[src/sv/rgb565_cell_average_quantizer_top_macros.svh]
// ----------------------------------------------------------------------------
// Assertion macros shared by the cell average quantizer modules
// ----------------------------------------------------------------------------
`ifndef RGB565_CELL_AVERAGE_QUANTIZER_TOP_MACROS_SVH
`define RGB565_CELL_AVERAGE_QUANTIZER_TOP_MACROS_SVH

// Property that must hold at every clock edge outside reset
`define CAVQ_ASSERT(label, prop, msg) \
   label: assert property (@(posedge clock) disable iff (reset) (prop)) else $error(msg);

// Condition in one cycle implies a consequence in the next
`define CAVQ_ASSERT_NEXT(label, ante, cons, msg) \
   label: assert property (@(posedge clock) disable iff (reset) (ante) |=> (cons)) \
      else $error(msg);

`endif

[src/sv/cavq_pkg.sv]
// ----------------------------------------------------------------------------
// cavq_pkg
// Shared constants, codes and helpers of the cell average quantizer.
// ----------------------------------------------------------------------------
package cavq_pkg;

   // default configuration
   localparam int MAX_CELL_PIXELS_DEFAULT = 4096;
   localparam int QUEUE_DEPTH_DEFAULT     = 4;

   // level count of one 8-bit plane
   localparam int BYTE_LEVELS = 256;

   // input opcodes
   localparam logic OP_PIXEL       = 1'b0;
   localparam logic OP_TABLE_WRITE = 1'b1;

   // plane codes
   localparam logic [1:0] PLANE_RED   = 2'd0;
   localparam logic [1:0] PLANE_GREEN = 2'd1;
   localparam logic [1:0] PLANE_BLUE  = 2'd2;
   localparam logic [1:0] PLANE_SAT   = 2'd3;

   // queue status seen by both sides
   typedef struct packed {
      logic full;
      logic empty;
   } q_status_type;

   // 5-bit channel to 8 bits by bit replication
   function automatic logic [7:0] expand5(input logic [4:0] x);
      return {x, x[4:2]};
   endfunction

   // 6-bit channel to 8 bits by bit replication
   function automatic logic [7:0] expand6(input logic [5:0] x);
      return {x, x[5:4]};
   endfunction

endpackage

[src/sv/cavq_queue.sv]
// ----------------------------------------------------------------------------
// cavq_queue
// Small FIFO of work entries between the accumulating front and the back end.
// ----------------------------------------------------------------------------
`include "rgb565_cell_average_quantizer_top_macros.svh"

module cavq_queue #(
   parameter int WIDTH = 8,
   parameter int DEPTH = cavq_pkg::QUEUE_DEPTH_DEFAULT
) (
   input  logic                  clock,
   input  logic                  reset,
   input  logic                  push,
   input  logic [WIDTH-1:0]      push_data,
   input  logic                  pop,
   output logic [WIDTH-1:0]      pop_data,
   output cavq_pkg::q_status_type status
);

   localparam int PW = (DEPTH > 1) ? $clog2(DEPTH) : 1;
   localparam int CNTW = $clog2(DEPTH + 1);

   logic [WIDTH-1:0] slot_ff [DEPTH];
   logic [PW-1:0]    wr_ptr_ff, wr_ptr_in;
   logic [PW-1:0]    rd_ptr_ff, rd_ptr_in;
   logic [CNTW-1:0]  fill_ff, fill_in;

   // status and head of queue
   assign status.full  = (fill_ff == CNTW'(DEPTH));
   assign status.empty = (fill_ff == '0);
   assign pop_data     = slot_ff[rd_ptr_ff];

   // pointer and fill updates
   always_comb begin
      wr_ptr_in = wr_ptr_ff;
      rd_ptr_in = rd_ptr_ff;
      fill_in   = fill_ff;
      if (push) begin
         wr_ptr_in = (wr_ptr_ff == PW'(DEPTH - 1)) ? '0 : wr_ptr_ff + 1'b1;
      end
      if (pop) begin
         rd_ptr_in = (rd_ptr_ff == PW'(DEPTH - 1)) ? '0 : rd_ptr_ff + 1'b1;
      end
      if (push && !pop) begin
         fill_in = fill_ff + 1'b1;
      end else if (pop && !push) begin
         fill_in = fill_ff - 1'b1;
      end
   end

   always_ff @(posedge clock) begin
      if (reset) begin
         wr_ptr_ff <= '0;
         rd_ptr_ff <= '0;
         fill_ff   <= '0;
      end else begin
         wr_ptr_ff <= wr_ptr_in;
         rd_ptr_ff <= rd_ptr_in;
         fill_ff   <= fill_in;
      end
   end

   // entry storage
   always_ff @(posedge clock) begin
      if (push) begin
         slot_ff[wr_ptr_ff] <= push_data;
      end
   end

   `CAVQ_ASSERT(a_no_push_full, !(push && status.full), "queue pushed while full")
   `CAVQ_ASSERT(a_no_pop_empty, !(pop && status.empty), "queue popped while empty")
   `CAVQ_ASSERT(a_fill_bound, fill_ff <= CNTW'(DEPTH), "queue fill beyond depth")

endmodule

[src/sv/cavq_front.sv]
// ----------------------------------------------------------------------------
// cavq_front
// Accepts items, accumulates channel sums per cell and queues work entries.
// ----------------------------------------------------------------------------
module cavq_front #(
   parameter int MAX_CELL_PIXELS = cavq_pkg::MAX_CELL_PIXELS_DEFAULT,
   parameter int EW = 8
) (
   input  logic                   clock,
   input  logic                   reset,
   input  logic                   req_valid,
   output logic                   req_stall,
   input  logic                   req_opcode,
   input  logic [15:0]            req_pixel_word,
   input  logic                   req_last_in_cell,
   input  logic [7:0]             req_table_index,
   input  logic signed [7:0]      req_table_value,
   input  cavq_pkg::q_status_type q_status,
   output logic                   push,
   output logic [EW-1:0]          push_data
);

   localparam int CW = $clog2(MAX_CELL_PIXELS + 1);
   localparam int SW = $clog2(MAX_CELL_PIXELS * (cavq_pkg::BYTE_LEVELS - 1) + 1);

   logic [SW-1:0] red_sum_ff, red_sum_in;
   logic [SW-1:0] green_sum_ff, green_sum_in;
   logic [SW-1:0] blue_sum_ff, blue_sum_in;
   logic [CW-1:0] count_ff, count_in;
   logic [SW-1:0] red_acc, green_acc, blue_acc;
   logic [CW-1:0] count_acc;
   logic [7:0]    red8, green8, blue8;
   logic          room;
   logic          accept;

   // only a full queue holds off the producer
   assign req_stall = q_status.full;
   assign accept    = req_valid && !q_status.full;

   // channel expansion and saturating accumulation
   assign red8   = cavq_pkg::expand5(req_pixel_word[15:11]);
   assign green8 = cavq_pkg::expand6(req_pixel_word[10:5]);
   assign blue8  = cavq_pkg::expand5(req_pixel_word[4:0]);
   assign room   = (count_ff < CW'(MAX_CELL_PIXELS));

   always_comb begin
      red_acc   = red_sum_ff;
      green_acc = green_sum_ff;
      blue_acc  = blue_sum_ff;
      count_acc = count_ff;
      if (room) begin
         red_acc   = red_sum_ff + SW'(red8);
         green_acc = green_sum_ff + SW'(green8);
         blue_acc  = blue_sum_ff + SW'(blue8);
         count_acc = count_ff + 1'b1;
      end
   end

   // accumulator next state; a closing pixel clears the cell
   always_comb begin
      red_sum_in   = red_sum_ff;
      green_sum_in = green_sum_ff;
      blue_sum_in  = blue_sum_ff;
      count_in     = count_ff;
      if (accept && req_opcode == cavq_pkg::OP_PIXEL) begin
         if (req_last_in_cell) begin
            red_sum_in   = '0;
            green_sum_in = '0;
            blue_sum_in  = '0;
            count_in     = '0;
         end else begin
            red_sum_in   = red_acc;
            green_sum_in = green_acc;
            blue_sum_in  = blue_acc;
            count_in     = count_acc;
         end
      end
   end

   always_ff @(posedge clock) begin
      if (reset) begin
         red_sum_ff   <= '0;
         green_sum_ff <= '0;
         blue_sum_ff  <= '0;
         count_ff     <= '0;
      end else begin
         red_sum_ff   <= red_sum_in;
         green_sum_ff <= green_sum_in;
         blue_sum_ff  <= blue_sum_in;
         count_ff     <= count_in;
      end
   end

   // table writes and closed cells go to the back end in order
   assign push = accept && (req_opcode == cavq_pkg::OP_TABLE_WRITE || req_last_in_cell);
   assign push_data = {req_opcode, req_table_index, req_table_value,
                       red_acc, green_acc, blue_acc, count_acc};

endmodule

[src/sv/cavq_back.sv]
// ----------------------------------------------------------------------------
// cavq_back
// Executes queued entries: table writes, rounded means and saturation through
// a shared radix-2 divider, then table lookup and plane emission.
// ----------------------------------------------------------------------------
`include "rgb565_cell_average_quantizer_top_macros.svh"

module cavq_back #(
   parameter int MAX_CELL_PIXELS = cavq_pkg::MAX_CELL_PIXELS_DEFAULT,
   parameter int EW = 8
) (
   input  logic                   clock,
   input  logic                   reset,
   input  cavq_pkg::q_status_type q_status,
   input  logic [EW-1:0]          pop_data,
   output logic                   pop,
   input  logic                   sat_enable,
   output logic                   rsp_valid,
   input  logic                   rsp_stall,
   output logic signed [7:0]      rsp_quantized_value,
   output logic [1:0]             rsp_plane_index,
   output logic                   rsp_last_of_cell
);

   localparam int CW   = $clog2(MAX_CELL_PIXELS + 1);
   localparam int SW   = $clog2(MAX_CELL_PIXELS * (cavq_pkg::BYTE_LEVELS - 1) + 1);
   localparam int DW   = (CW + 8 > 16) ? CW + 8 : 16;
   localparam int DVW  = (CW > 8) ? CW : 8;
   localparam int ITW  = $clog2(DW);

   typedef enum logic [2:0] {
      S_IDLE,
      S_LOAD,
      S_DIV,
      S_SAT_PREP,
      S_LOOKUP,
      S_EMIT
   } state_type;

   state_type       state_ff;
   logic [SW-1:0]   red_sum_ff, green_sum_ff, blue_sum_ff;
   logic [CW-1:0]   count_ff;
   logic            sat_en_ff;
   logic [1:0]      plane_ff;
   logic [7:0]      mean_ff [4];
   logic [DW-1:0]   dvd_ff;
   logic [DVW-1:0]  rem_ff;
   logic [DVW-1:0]  divisor_ff;
   logic [ITW-1:0]  iter_ff;
   logic            rsp_valid_ff;
   logic [7:0]      rsp_value_ff;
   logic [1:0]      rsp_plane_ff;
   logic            rsp_last_ff;

   logic [7:0]      qtable_mem [cavq_pkg::BYTE_LEVELS];
   logic [7:0]      rd_data_ff;

   // queue entry fields
   logic            e_opcode;
   logic [7:0]      e_index;
   logic [7:0]      e_value;
   logic [SW-1:0]   e_red, e_green, e_blue;
   logic [CW-1:0]   e_count;

   assign {e_opcode, e_index, e_value, e_red, e_green, e_blue, e_count} = pop_data;

   // take one entry whenever idle
   assign pop = (state_ff == S_IDLE) && !q_status.empty;

   // divider step: shift one dividend bit into the partial remainder
   logic [DVW:0]    trial;
   logic [DVW:0]    diff;
   logic            q_bit;
   logic [DVW-1:0]  rem_next;
   logic [DW-1:0]   quotient;

   assign trial    = {rem_ff, dvd_ff[DW-1]};
   assign diff     = trial - {1'b0, divisor_ff};
   assign q_bit    = (trial >= {1'b0, divisor_ff});
   assign rem_next = q_bit ? diff[DVW-1:0] : trial[DVW-1:0];
   assign quotient = {dvd_ff[DW-2:0], q_bit};

   // rounded-mean dividend of the current plane
   logic [SW-1:0]   sum_sel;
   logic [DW-1:0]   mean_dvd;

   always_comb begin
      case (plane_ff)
         cavq_pkg::PLANE_RED:   sum_sel = red_sum_ff;
         cavq_pkg::PLANE_GREEN: sum_sel = green_sum_ff;
         default:               sum_sel = blue_sum_ff;
      endcase
   end

   assign mean_dvd = DW'(sum_sel) + DW'(count_ff >> 1);

   // saturation numerator (max-min)*255 + max/2
   logic [7:0]      hi_rg, lo_rg, sat_hi, sat_lo, sat_diff;
   logic [15:0]     sat_num;

   assign hi_rg    = (mean_ff[0] > mean_ff[1]) ? mean_ff[0] : mean_ff[1];
   assign lo_rg    = (mean_ff[0] < mean_ff[1]) ? mean_ff[0] : mean_ff[1];
   assign sat_hi   = (hi_rg > mean_ff[2]) ? hi_rg : mean_ff[2];
   assign sat_lo   = (lo_rg < mean_ff[2]) ? lo_rg : mean_ff[2];
   assign sat_diff = sat_hi - sat_lo;
   assign sat_num  = {sat_diff, 8'd0} - {8'd0, sat_diff} + {9'd0, sat_hi[7:1]};

   // output register is free when empty or being taken
   logic out_free;
   logic last_plane;

   assign out_free   = !rsp_valid_ff || !rsp_stall;
   assign last_plane = (plane_ff == cavq_pkg::PLANE_SAT) ||
                       (plane_ff == cavq_pkg::PLANE_BLUE && !sat_en_ff);

   // sequencer
   always_ff @(posedge clock) begin
      if (reset) begin
         state_ff     <= S_IDLE;
         plane_ff     <= cavq_pkg::PLANE_RED;
         rsp_valid_ff <= 1'b0;
      end else begin
         // in S_EMIT a taken item is always replaced by the next plane
         if (rsp_valid_ff && !rsp_stall && state_ff != S_EMIT) begin
            rsp_valid_ff <= 1'b0;
         end
         unique case (state_ff)
            S_IDLE: begin
               if (pop && e_opcode == cavq_pkg::OP_PIXEL) begin
                  red_sum_ff   <= e_red;
                  green_sum_ff <= e_green;
                  blue_sum_ff  <= e_blue;
                  count_ff     <= e_count;
                  sat_en_ff    <= sat_enable;
                  plane_ff     <= cavq_pkg::PLANE_RED;
                  state_ff     <= S_LOAD;
               end
            end
            S_LOAD: begin
               dvd_ff     <= mean_dvd;
               divisor_ff <= DVW'(count_ff);
               rem_ff     <= '0;
               iter_ff    <= ITW'(DW - 1);
               state_ff   <= S_DIV;
            end
            S_DIV: begin
               dvd_ff <= quotient;
               rem_ff <= rem_next;
               if (iter_ff != '0) begin
                  iter_ff <= iter_ff - 1'b1;
               end else begin
                  mean_ff[plane_ff] <= quotient[7:0];
                  if (plane_ff == cavq_pkg::PLANE_SAT) begin
                     plane_ff <= cavq_pkg::PLANE_RED;
                     state_ff <= S_LOOKUP;
                  end else if (plane_ff == cavq_pkg::PLANE_BLUE) begin
                     if (sat_en_ff) begin
                        state_ff <= S_SAT_PREP;
                     end else begin
                        plane_ff <= cavq_pkg::PLANE_RED;
                        state_ff <= S_LOOKUP;
                     end
                  end else begin
                     plane_ff <= plane_ff + 1'b1;
                     state_ff <= S_LOAD;
                  end
               end
            end
            S_SAT_PREP: begin
               if (sat_hi == 8'd0) begin
                  mean_ff[3] <= 8'd0;
                  plane_ff   <= cavq_pkg::PLANE_RED;
                  state_ff   <= S_LOOKUP;
               end else begin
                  dvd_ff     <= DW'(sat_num);
                  divisor_ff <= DVW'(sat_hi);
                  rem_ff     <= '0;
                  iter_ff    <= ITW'(DW - 1);
                  plane_ff   <= cavq_pkg::PLANE_SAT;
                  state_ff   <= S_DIV;
               end
            end
            S_LOOKUP: begin
               state_ff <= S_EMIT;
            end
            S_EMIT: begin
               if (out_free) begin
                  rsp_valid_ff <= 1'b1;
                  rsp_value_ff <= rd_data_ff;
                  rsp_plane_ff <= plane_ff;
                  rsp_last_ff  <= last_plane;
                  if (last_plane) begin
                     plane_ff <= cavq_pkg::PLANE_RED;
                     state_ff <= S_IDLE;
                  end else begin
                     plane_ff <= plane_ff + 1'b1;
                     state_ff <= S_LOOKUP;
                  end
               end
            end
            default: state_ff <= S_IDLE;
         endcase
      end
   end

   // quantization table: written from queued entries, read once per plane
   always_ff @(posedge clock) begin
      if (pop && e_opcode == cavq_pkg::OP_TABLE_WRITE) begin
         qtable_mem[e_index] <= e_value;
      end
      if (state_ff == S_LOOKUP) begin
         rd_data_ff <= qtable_mem[mean_ff[plane_ff]];
      end
   end

   assign rsp_valid           = rsp_valid_ff;
   assign rsp_quantized_value = signed'(rsp_value_ff);
   assign rsp_plane_index     = rsp_plane_ff;
   assign rsp_last_of_cell    = rsp_last_ff;

   // a non-final plane taken means another plane is loaded or on its way
   logic mid_cell_take;
   logic plane_follows;

   assign mid_cell_take = rsp_valid_ff && !rsp_stall && !rsp_last_ff;
   assign plane_follows = rsp_valid_ff || (state_ff != S_IDLE);

   `CAVQ_ASSERT(a_div_nonzero, state_ff != S_DIV || divisor_ff != '0, "divide by zero")
   `CAVQ_ASSERT_NEXT(a_emit_order, mid_cell_take, plane_follows, "cell cut short")
   `CAVQ_ASSERT(a_sat_plane, !rsp_valid_ff || rsp_plane_ff != cavq_pkg::PLANE_SAT ||
      sat_en_ff, "saturation plane emitted while disabled")

endmodule

[src/sv/rgb565_cell_average_quantizer_top.sv]
// ----------------------------------------------------------------------------
// rgb565_cell_average_quantizer_top
// RGB565 cell averaging with table quantization of each plane mean.
// ----------------------------------------------------------------------------
// Usage:
//   req_*  carries pixels (opcode 0) and table writes (opcode 1). An item is
//          taken when req_valid is high and req_stall low. Non-closing pixels
//          enter the front accumulators at one item per cycle unless stalled.
//   rsp_*  gives one item per plane (red, green, blue, optional saturation),
//          taken when rsp_valid is high and rsp_stall low; the last plane of a
//          cell has rsp_last_of_cell set.
//   csr_*  writes the saturation plane enable; always ready.
// Flow: a closed cell or table write enters a small queue.
//   The back end divides with one quotient bit per cycle over D = 21 bits at
//   the default cell size (D = max(clog2(MAX_CELL_PIXELS+1)+8, 16)): each
//   mean is loaded and divided in turn, then saturation if enabled, and each
//   plane then gets a table lookup and emission. A table write is done as
//   its entry is popped; other entries wait until the back end is idle.
// Reset clears the accumulators, queue, sequencer and output register; table
//   contents are undefined until written. A stalled receiver holds the output
//   item, then the back end, then the queue; req_stall rises when it is full.
// ----------------------------------------------------------------------------
module rgb565_cell_average_quantizer_top #(
   parameter int MAX_CELL_PIXELS = cavq_pkg::MAX_CELL_PIXELS_DEFAULT,
   parameter int QUEUE_DEPTH     = cavq_pkg::QUEUE_DEPTH_DEFAULT
) (
   input  logic              clock,
   input  logic              reset,
   input  logic              req_valid,
   output logic              req_stall,
   input  logic              req_opcode,
   input  logic [15:0]       req_pixel_word,
   input  logic              req_last_in_cell,
   input  logic [7:0]        req_table_index,
   input  logic signed [7:0] req_table_value,
   output logic              rsp_valid,
   input  logic              rsp_stall,
   output logic signed [7:0] rsp_quantized_value,
   output logic [1:0]        rsp_plane_index,
   output logic              rsp_last_of_cell,
   input  logic              csr_valid,
   output logic              csr_ready,
   input  logic              csr_data
);

   localparam int CW = $clog2(MAX_CELL_PIXELS + 1);
   localparam int SW = $clog2(MAX_CELL_PIXELS * (cavq_pkg::BYTE_LEVELS - 1) + 1);
   localparam int EW = 1 + 8 + 8 + 3 * SW + CW;

   cavq_pkg::q_status_type q_status;
   logic                   push;
   logic [EW-1:0]          push_data;
   logic                   pop;
   logic [EW-1:0]          pop_data;
   logic                   sat_enable_ff;

   // configuration register
   assign csr_ready = 1'b1;

   always_ff @(posedge clock) begin
      if (reset) begin
         sat_enable_ff <= 1'b0;
      end else if (csr_valid && csr_ready) begin
         sat_enable_ff <= csr_data;
      end
   end

   cavq_front #(
      .MAX_CELL_PIXELS (MAX_CELL_PIXELS),
      .EW              (EW)
   ) u_front (
      .clock            (clock),
      .reset            (reset),
      .req_valid        (req_valid),
      .req_stall        (req_stall),
      .req_opcode       (req_opcode),
      .req_pixel_word   (req_pixel_word),
      .req_last_in_cell (req_last_in_cell),
      .req_table_index  (req_table_index),
      .req_table_value  (req_table_value),
      .q_status         (q_status),
      .push             (push),
      .push_data        (push_data)
   );

   cavq_queue #(
      .WIDTH (EW),
      .DEPTH (QUEUE_DEPTH)
   ) u_queue (
      .clock     (clock),
      .reset     (reset),
      .push      (push),
      .push_data (push_data),
      .pop       (pop),
      .pop_data  (pop_data),
      .status    (q_status)
   );

   cavq_back #(
      .MAX_CELL_PIXELS (MAX_CELL_PIXELS),
      .EW              (EW)
   ) u_back (
      .clock               (clock),
      .reset               (reset),
      .q_status            (q_status),
      .pop_data            (pop_data),
      .pop                 (pop),
      .sat_enable          (sat_enable_ff),
      .rsp_valid           (rsp_valid),
      .rsp_stall           (rsp_stall),
      .rsp_quantized_value (rsp_quantized_value),
      .rsp_plane_index     (rsp_plane_index),
      .rsp_last_of_cell    (rsp_last_of_cell)
   );

endmodule

[config.mk]
export PLATFORM = sky130hd
export DESIGN_NAME = rgb565_cell_average_quantizer_top
export DESIGN_NICKNAME = d
export VERILOG_FILES = /design/src/sv/cavq_pkg.sv /design/src/sv/cavq_queue.sv /design/src/sv/cavq_front.sv /design/src/sv/cavq_back.sv /design/src/sv/rgb565_cell_average_quantizer_top.sv
export VERILOG_INCLUDE_DIRS = /design/src /design/src/sv
export SDC_FILE = /design/constraint.sdc
export NUM_CORES = 2
export LEC_CHECK = 0
export ABC_AREA = 1
export BUFFER_PORTS_ARGS = -buffer_cell sky130_fd_sc_hd__buf_2
export CAP_MARGIN = 10
export CORE_ASPECT_RATIO = 0.9
export CORE_MARGIN = 2
export CORE_UTILIZATION = 25
export CTS_CLUSTER_DIAMETER = 60
export DETAILED_ROUTE_END_ITERATION = 12
export PLACE_DENSITY_LB_ADDON = 0.15
export SLEW_MARGIN = 10
export SYNTH_ARGS = -nofsm -noshare
export SYNTH_HDL_FRONTEND = slang
export SYNTH_SLANG_ARGS = --single-unit
[constraint.sdc]
create_clock -name clock -period 9.45 [get_ports clock]
set_input_delay 0.4725 -clock clock [delete_from_list [all_inputs] [get_ports clock]]
set_output_delay 0.4725 -clock clock [all_outputs]
set_load 0.02 [all_outputs]
==> results.py <==
metrics = {
    "synthesis": {
        "muxShareOfSynthArea_pct": 0,
        "synth-compound-area-share_pct": 11.7,
        "netlist_area_um2": 110000,
        "synthSimpleGateAreaFrac_pct": 11.4,
        "synth_edf_count": 2585,
        "synth_adder_area_share_pct": 1.21,
        "postSynthAreaPerCell_um2": 12.4,
        "synth_nets": 9031,
        "yosysWarnings": 0,
        "synthArstFlopShare_pct": 0,
        "ys_types": 61,
        "ys_ff_latch": 2676,
        "ys.flop_type": "edfxtp_1",
        "synth_top_family_by_area": "compound AO/OA/AOI/OAI gates",
        "ys_seq_area_share_pct": 72.2,
        "synth_xor_area_share_pct": 0.596,
        "netlist_instances": 8889,
    },
    "clocking": {
        "cts-resized-gates": 0,
        "cts_made_buffers": 328,
        "clk_pin_slew_ns": 0.06,
        "cts_tree": "done",
        "post-cts-setup-buffer-count": 0,
        "clk_latency_ns": 0.96,
        "root_buffer": "clkbuf_16",
        "cts_max_level": 5,
        "numClockSinks": 2676,
        "clockBufferDepth": 4,
    },
    "final_layout": {
        "area_delta_synth_final_pct": 16.2,
        "layout-drive-gt1-share_pct": 8.68,
        "nets": 8966,
        "seq_area_um2": 79500,
        "multiInputGateArea_um2": 27700,
        "fillers": 44300,
        "post-route-util_pct": 29.1,
    },
    "pwr": {
        "total_power_w": 0.0340,
        "clockPowerShare_pct": 37.4,
        "p_sw_share_pct": 30.6,
        "p_int_w": 0.0236,
        "netSwitchingPower_w": 0.0104,
        "seqPwrFrac_pct": 44.7,
        "power_density_nw_per_um2": 266,
        "p_comb_share_pct": 18.0,
        "leakage_nw": 40.6,
        "peakVddDrop_v": 0.000319,
    },
    "routing": {
        "viasPerCell": 4.77,
        "first_iter_violations": 6560,
        "num_vias": 71200,
        "drc": 0,
        "dr.pass1.iters": 6,
        "wl_per_cell_um": 23.4,
        "finalWirelength_um": 350000,
        "ant_nets": 0,
    },
    "global_routing": {
        "grt_pass1_vias": 68900,
        "grt_pass1_wl_um": 505000,
        "grt.total_usage_pct": 15.2,
        "antenna_found_initial": 24,
        "grt-ovfl-total": 0,
        "grt_start_max_net_pins": 188,
    },
    "worst_setup_path": {
        "timing_worst_setup_path_type": "reg -> reg",
        "cp-end-kind": "flop",
        "r2r_slack_ns": 3.57,
        "cpMostUsedCell": "nand2_1",
        "r2r_start": "u_back.mean_ff[1][5]",
        "cp.required_ns": 10.14,
        "slowest_delay_ns": 0.56,
        "r2r_end": "u_back.dvd_ff[11]",
        "crit_path_start_kind": "flop",
        "r2r_cells": 32,
        "slowest_stage": "a211oi_1",
        "cp_data_arrival_time_ns": 6.58,
        "path_max_fanout": 16,
    },
    "die": {
        "rows": 231,
        "core_area_um2": 439000,
        "die_h_um": 634,
        "die_w_um": 703,
        "die-area_um2": 446000,
        "initial_core_util_pct": 25.1,
        "io_pins": 54,
    },
    "timing": {
        "final_hold_viol_count": 0,
        "rsz0062_at_grt": "false",
        "period_share_pct": 62.3,
        "setup_viol": 0,
        "tns_ns": 0,
        "min_period_ns": 5.88,
        "finalClockSkew_ns": 0.0694,
        "slew_violations": 0,
        "tightest_slew_ns": 1.15,
        "max_freq_mhz": 170,
        "max-slew-margin-rel_pct": 22.9,
    },
    "place": {
        "gp_congestion": 0.797,
        "port_buffers": 52,
        "place_hpwl_um": 200000,
    },
    "worst_hold_path": {
        "worstHoldStart": "req_pixel_word[14]",
        "hold_depth": 4,
        "holdPathEnd": "u_queue.slot_ff[1][54]",
        "min_path_type": "in -> reg",
    },
    "job": {
        "cap_violations": 0,
    },
    "status": {
        "outcome": "completed",
    },
}
worst max path at each step:
stage,start,to,depth (start not counted)
global placement,u_back.mean_ff[1][1],u_back.dvd_ff[13],35
floorplan,flop,u_back.qtable_mem[0][7],6
global route,u_back.mean_ff[1][5],u_back.dvd_ff[11],32
finish,u_back.mean_ff[1][5],u_back.dvd_ff[11],32
CTS,u_back.mean_ff[1][5],u_back.dvd_ff[13],33
detailed placement,u_back.mean_ff[1][5],u_back.dvd_ff[13],33
flip-flops by register name, summed over array words and instances, names as in the netlist, 5 cells and up, named ones only:
signal,count
u_back.blue_sum_ff,20
u_back.count_ff,13
u_back.divisor_ff,13
u_back.dvd_ff,21
u_back.green_sum_ff,20
u_back.iter_ff,5
u_back.mean_ff,32
u_back.qtable_mem,2048
u_back.rd_data_ff,8
u_back.red_sum_ff,20
u_back.rem_ff,13
u_back.rsp_quantized_value,8
u_front.blue_sum_ff,20
u_front.count_ff,13
u_front.green_sum_ff,20
u_front.red_sum_ff,20
u_queue.slot_ff,360
what timing repair did:
| item | CTS | global route |
|---|---|---|
| endpoints found under the setup margin | 0 | 0 |
| hold endpoints to repair | 74 | 0 |
| hold buffers | 21 | 0 |
power by group through the flow:
stage	sequential, W	clock [W]	combinational [W]
after CTS	0.0152	0.0130	0.00627
after floorplan	0.0158	0	0.00312
final	0.0152	0.0127	0.00611
after global placement	0.0154	0	0.00619
after detailed placement	0.0154	0	0.00627
after global routing	0.0152	0.0135	0.00669
routing by layer:
metal / vias up / GRT usage [%] / wire length, um / share of wire, %
met1: 36300 / 22.2 / 168000 / 48
met5: - / 0 / 27 / 0.0077
met4: 4 / 3.86 / 8500 / 2.4
met3: 491 / 2.13 / 17500 / 5.0
met2: 1735 / 23.7 / 156000 / 45
li1: 32700 / - / - / -
Yosys cell counts, types with 9 or more instances:
cell         n  area share [%]
edfxtp_1  2585              71
nor2_1    2356             8.0
o21ai_0   1008             4.6
nand2_1    518             1.8
o32ai_1    512             4.1
clkbuf_1   495             1.7
inv_1      230            0.78
nand3_1    205            0.93
a21oi_1    185            0.84
o221ai_1   132             1.1
ha_1        95             1.1
dfxtp_1     91             1.7
o22ai_1     81            0.46
buf_2       63            0.29
xor2_1      43            0.34
buf_1       31            0.11
xnor2_1     30            0.24
o21ai_1     23            0.10
nand2_2     19            0.11
nand4_1     16           0.091
nor3_1      15           0.068
a32oi_1     14            0.11
inv_2       11           0.038
a22o_1      10           0.080
and2_1       9           0.051
or2_2        9           0.051
worst max-delay path, delay by kind of cell (launching register included):
family	cells	cell delay, ns
buffers and inverters	3	0.43
and+or+nand+nor	18	1.69
AOI/OAI and AO/OA	6	1.52
DFF	1	0.42
xor gates and xnor gates	1	0.32
adders and majority gates	4	1.29
cell families after synthesis:
kind of cell               Yosys count
and+or+nand+nor                   3181
DFF                               2676
AOI/OAI and AO/OA                 2017
buffers and inverters              838
adders and majority gates          102
xor gates and xnor gates            74
other                                1
cell usage in the layout, fill, tap and decap left out, types with 13 or more instances in the layout:
cell,count
edfxtp_1,2585
nor2_1,2348
o21ai_0,1008
o32ai_1,512
nand2_1,504
clkbuf_16,336
inv_1,227
nand3_1,205
a21oi_1,185
o221ai_1,132
buf_4,105
ha_1,95
dfxtp_1,89
o22ai_1,73
clkinv_2,58
clkbuf_1,57
clkinv_1,55
buf_2,51
xor2_1,43
nand2_2,32
xnor2_1,30
bufinv_16,29
o21ai_1,23
buf_12,22
clkinvlp_4,21
dlygate4sd3_1,21
inv_6,18
nand4_1,16
nor3_1,13
per-stage QoR:
| step | worst slack (ns) | instance area, um2 | hold WS (ns) | instances |
|---|---|---|---|---|
| detailed placement | 3.63 | 117000 | 0.437 | 14300 |
| global placement | 3.49 | 117000 | 0.438 | 14300 |
| finish | 3.57 | 128000 | 0.136 | 14900 |
| floorplan | -0.518 | 110000 | 0.400 | 8889 |
| CTS | 3.58 | 128000 | 0.0322 | 14900 |
| global route | 2.89 | 128000 | 0.120 | 14900 |
cell type report:
cell class                      instances  area share (%)
Antenna cell                            8          0.0157
Sequential cell                      2676            62.1
Multi-Input combinational cell       5375            21.6
Clock buffer                          403            6.85
Inverter                              244           0.739
Clock inverter                        202            1.60
Timing Repair Buffer                  199            1.32
Tap cell                             5825            5.70
No activity file was read; power rests on OpenSTA's default activity.
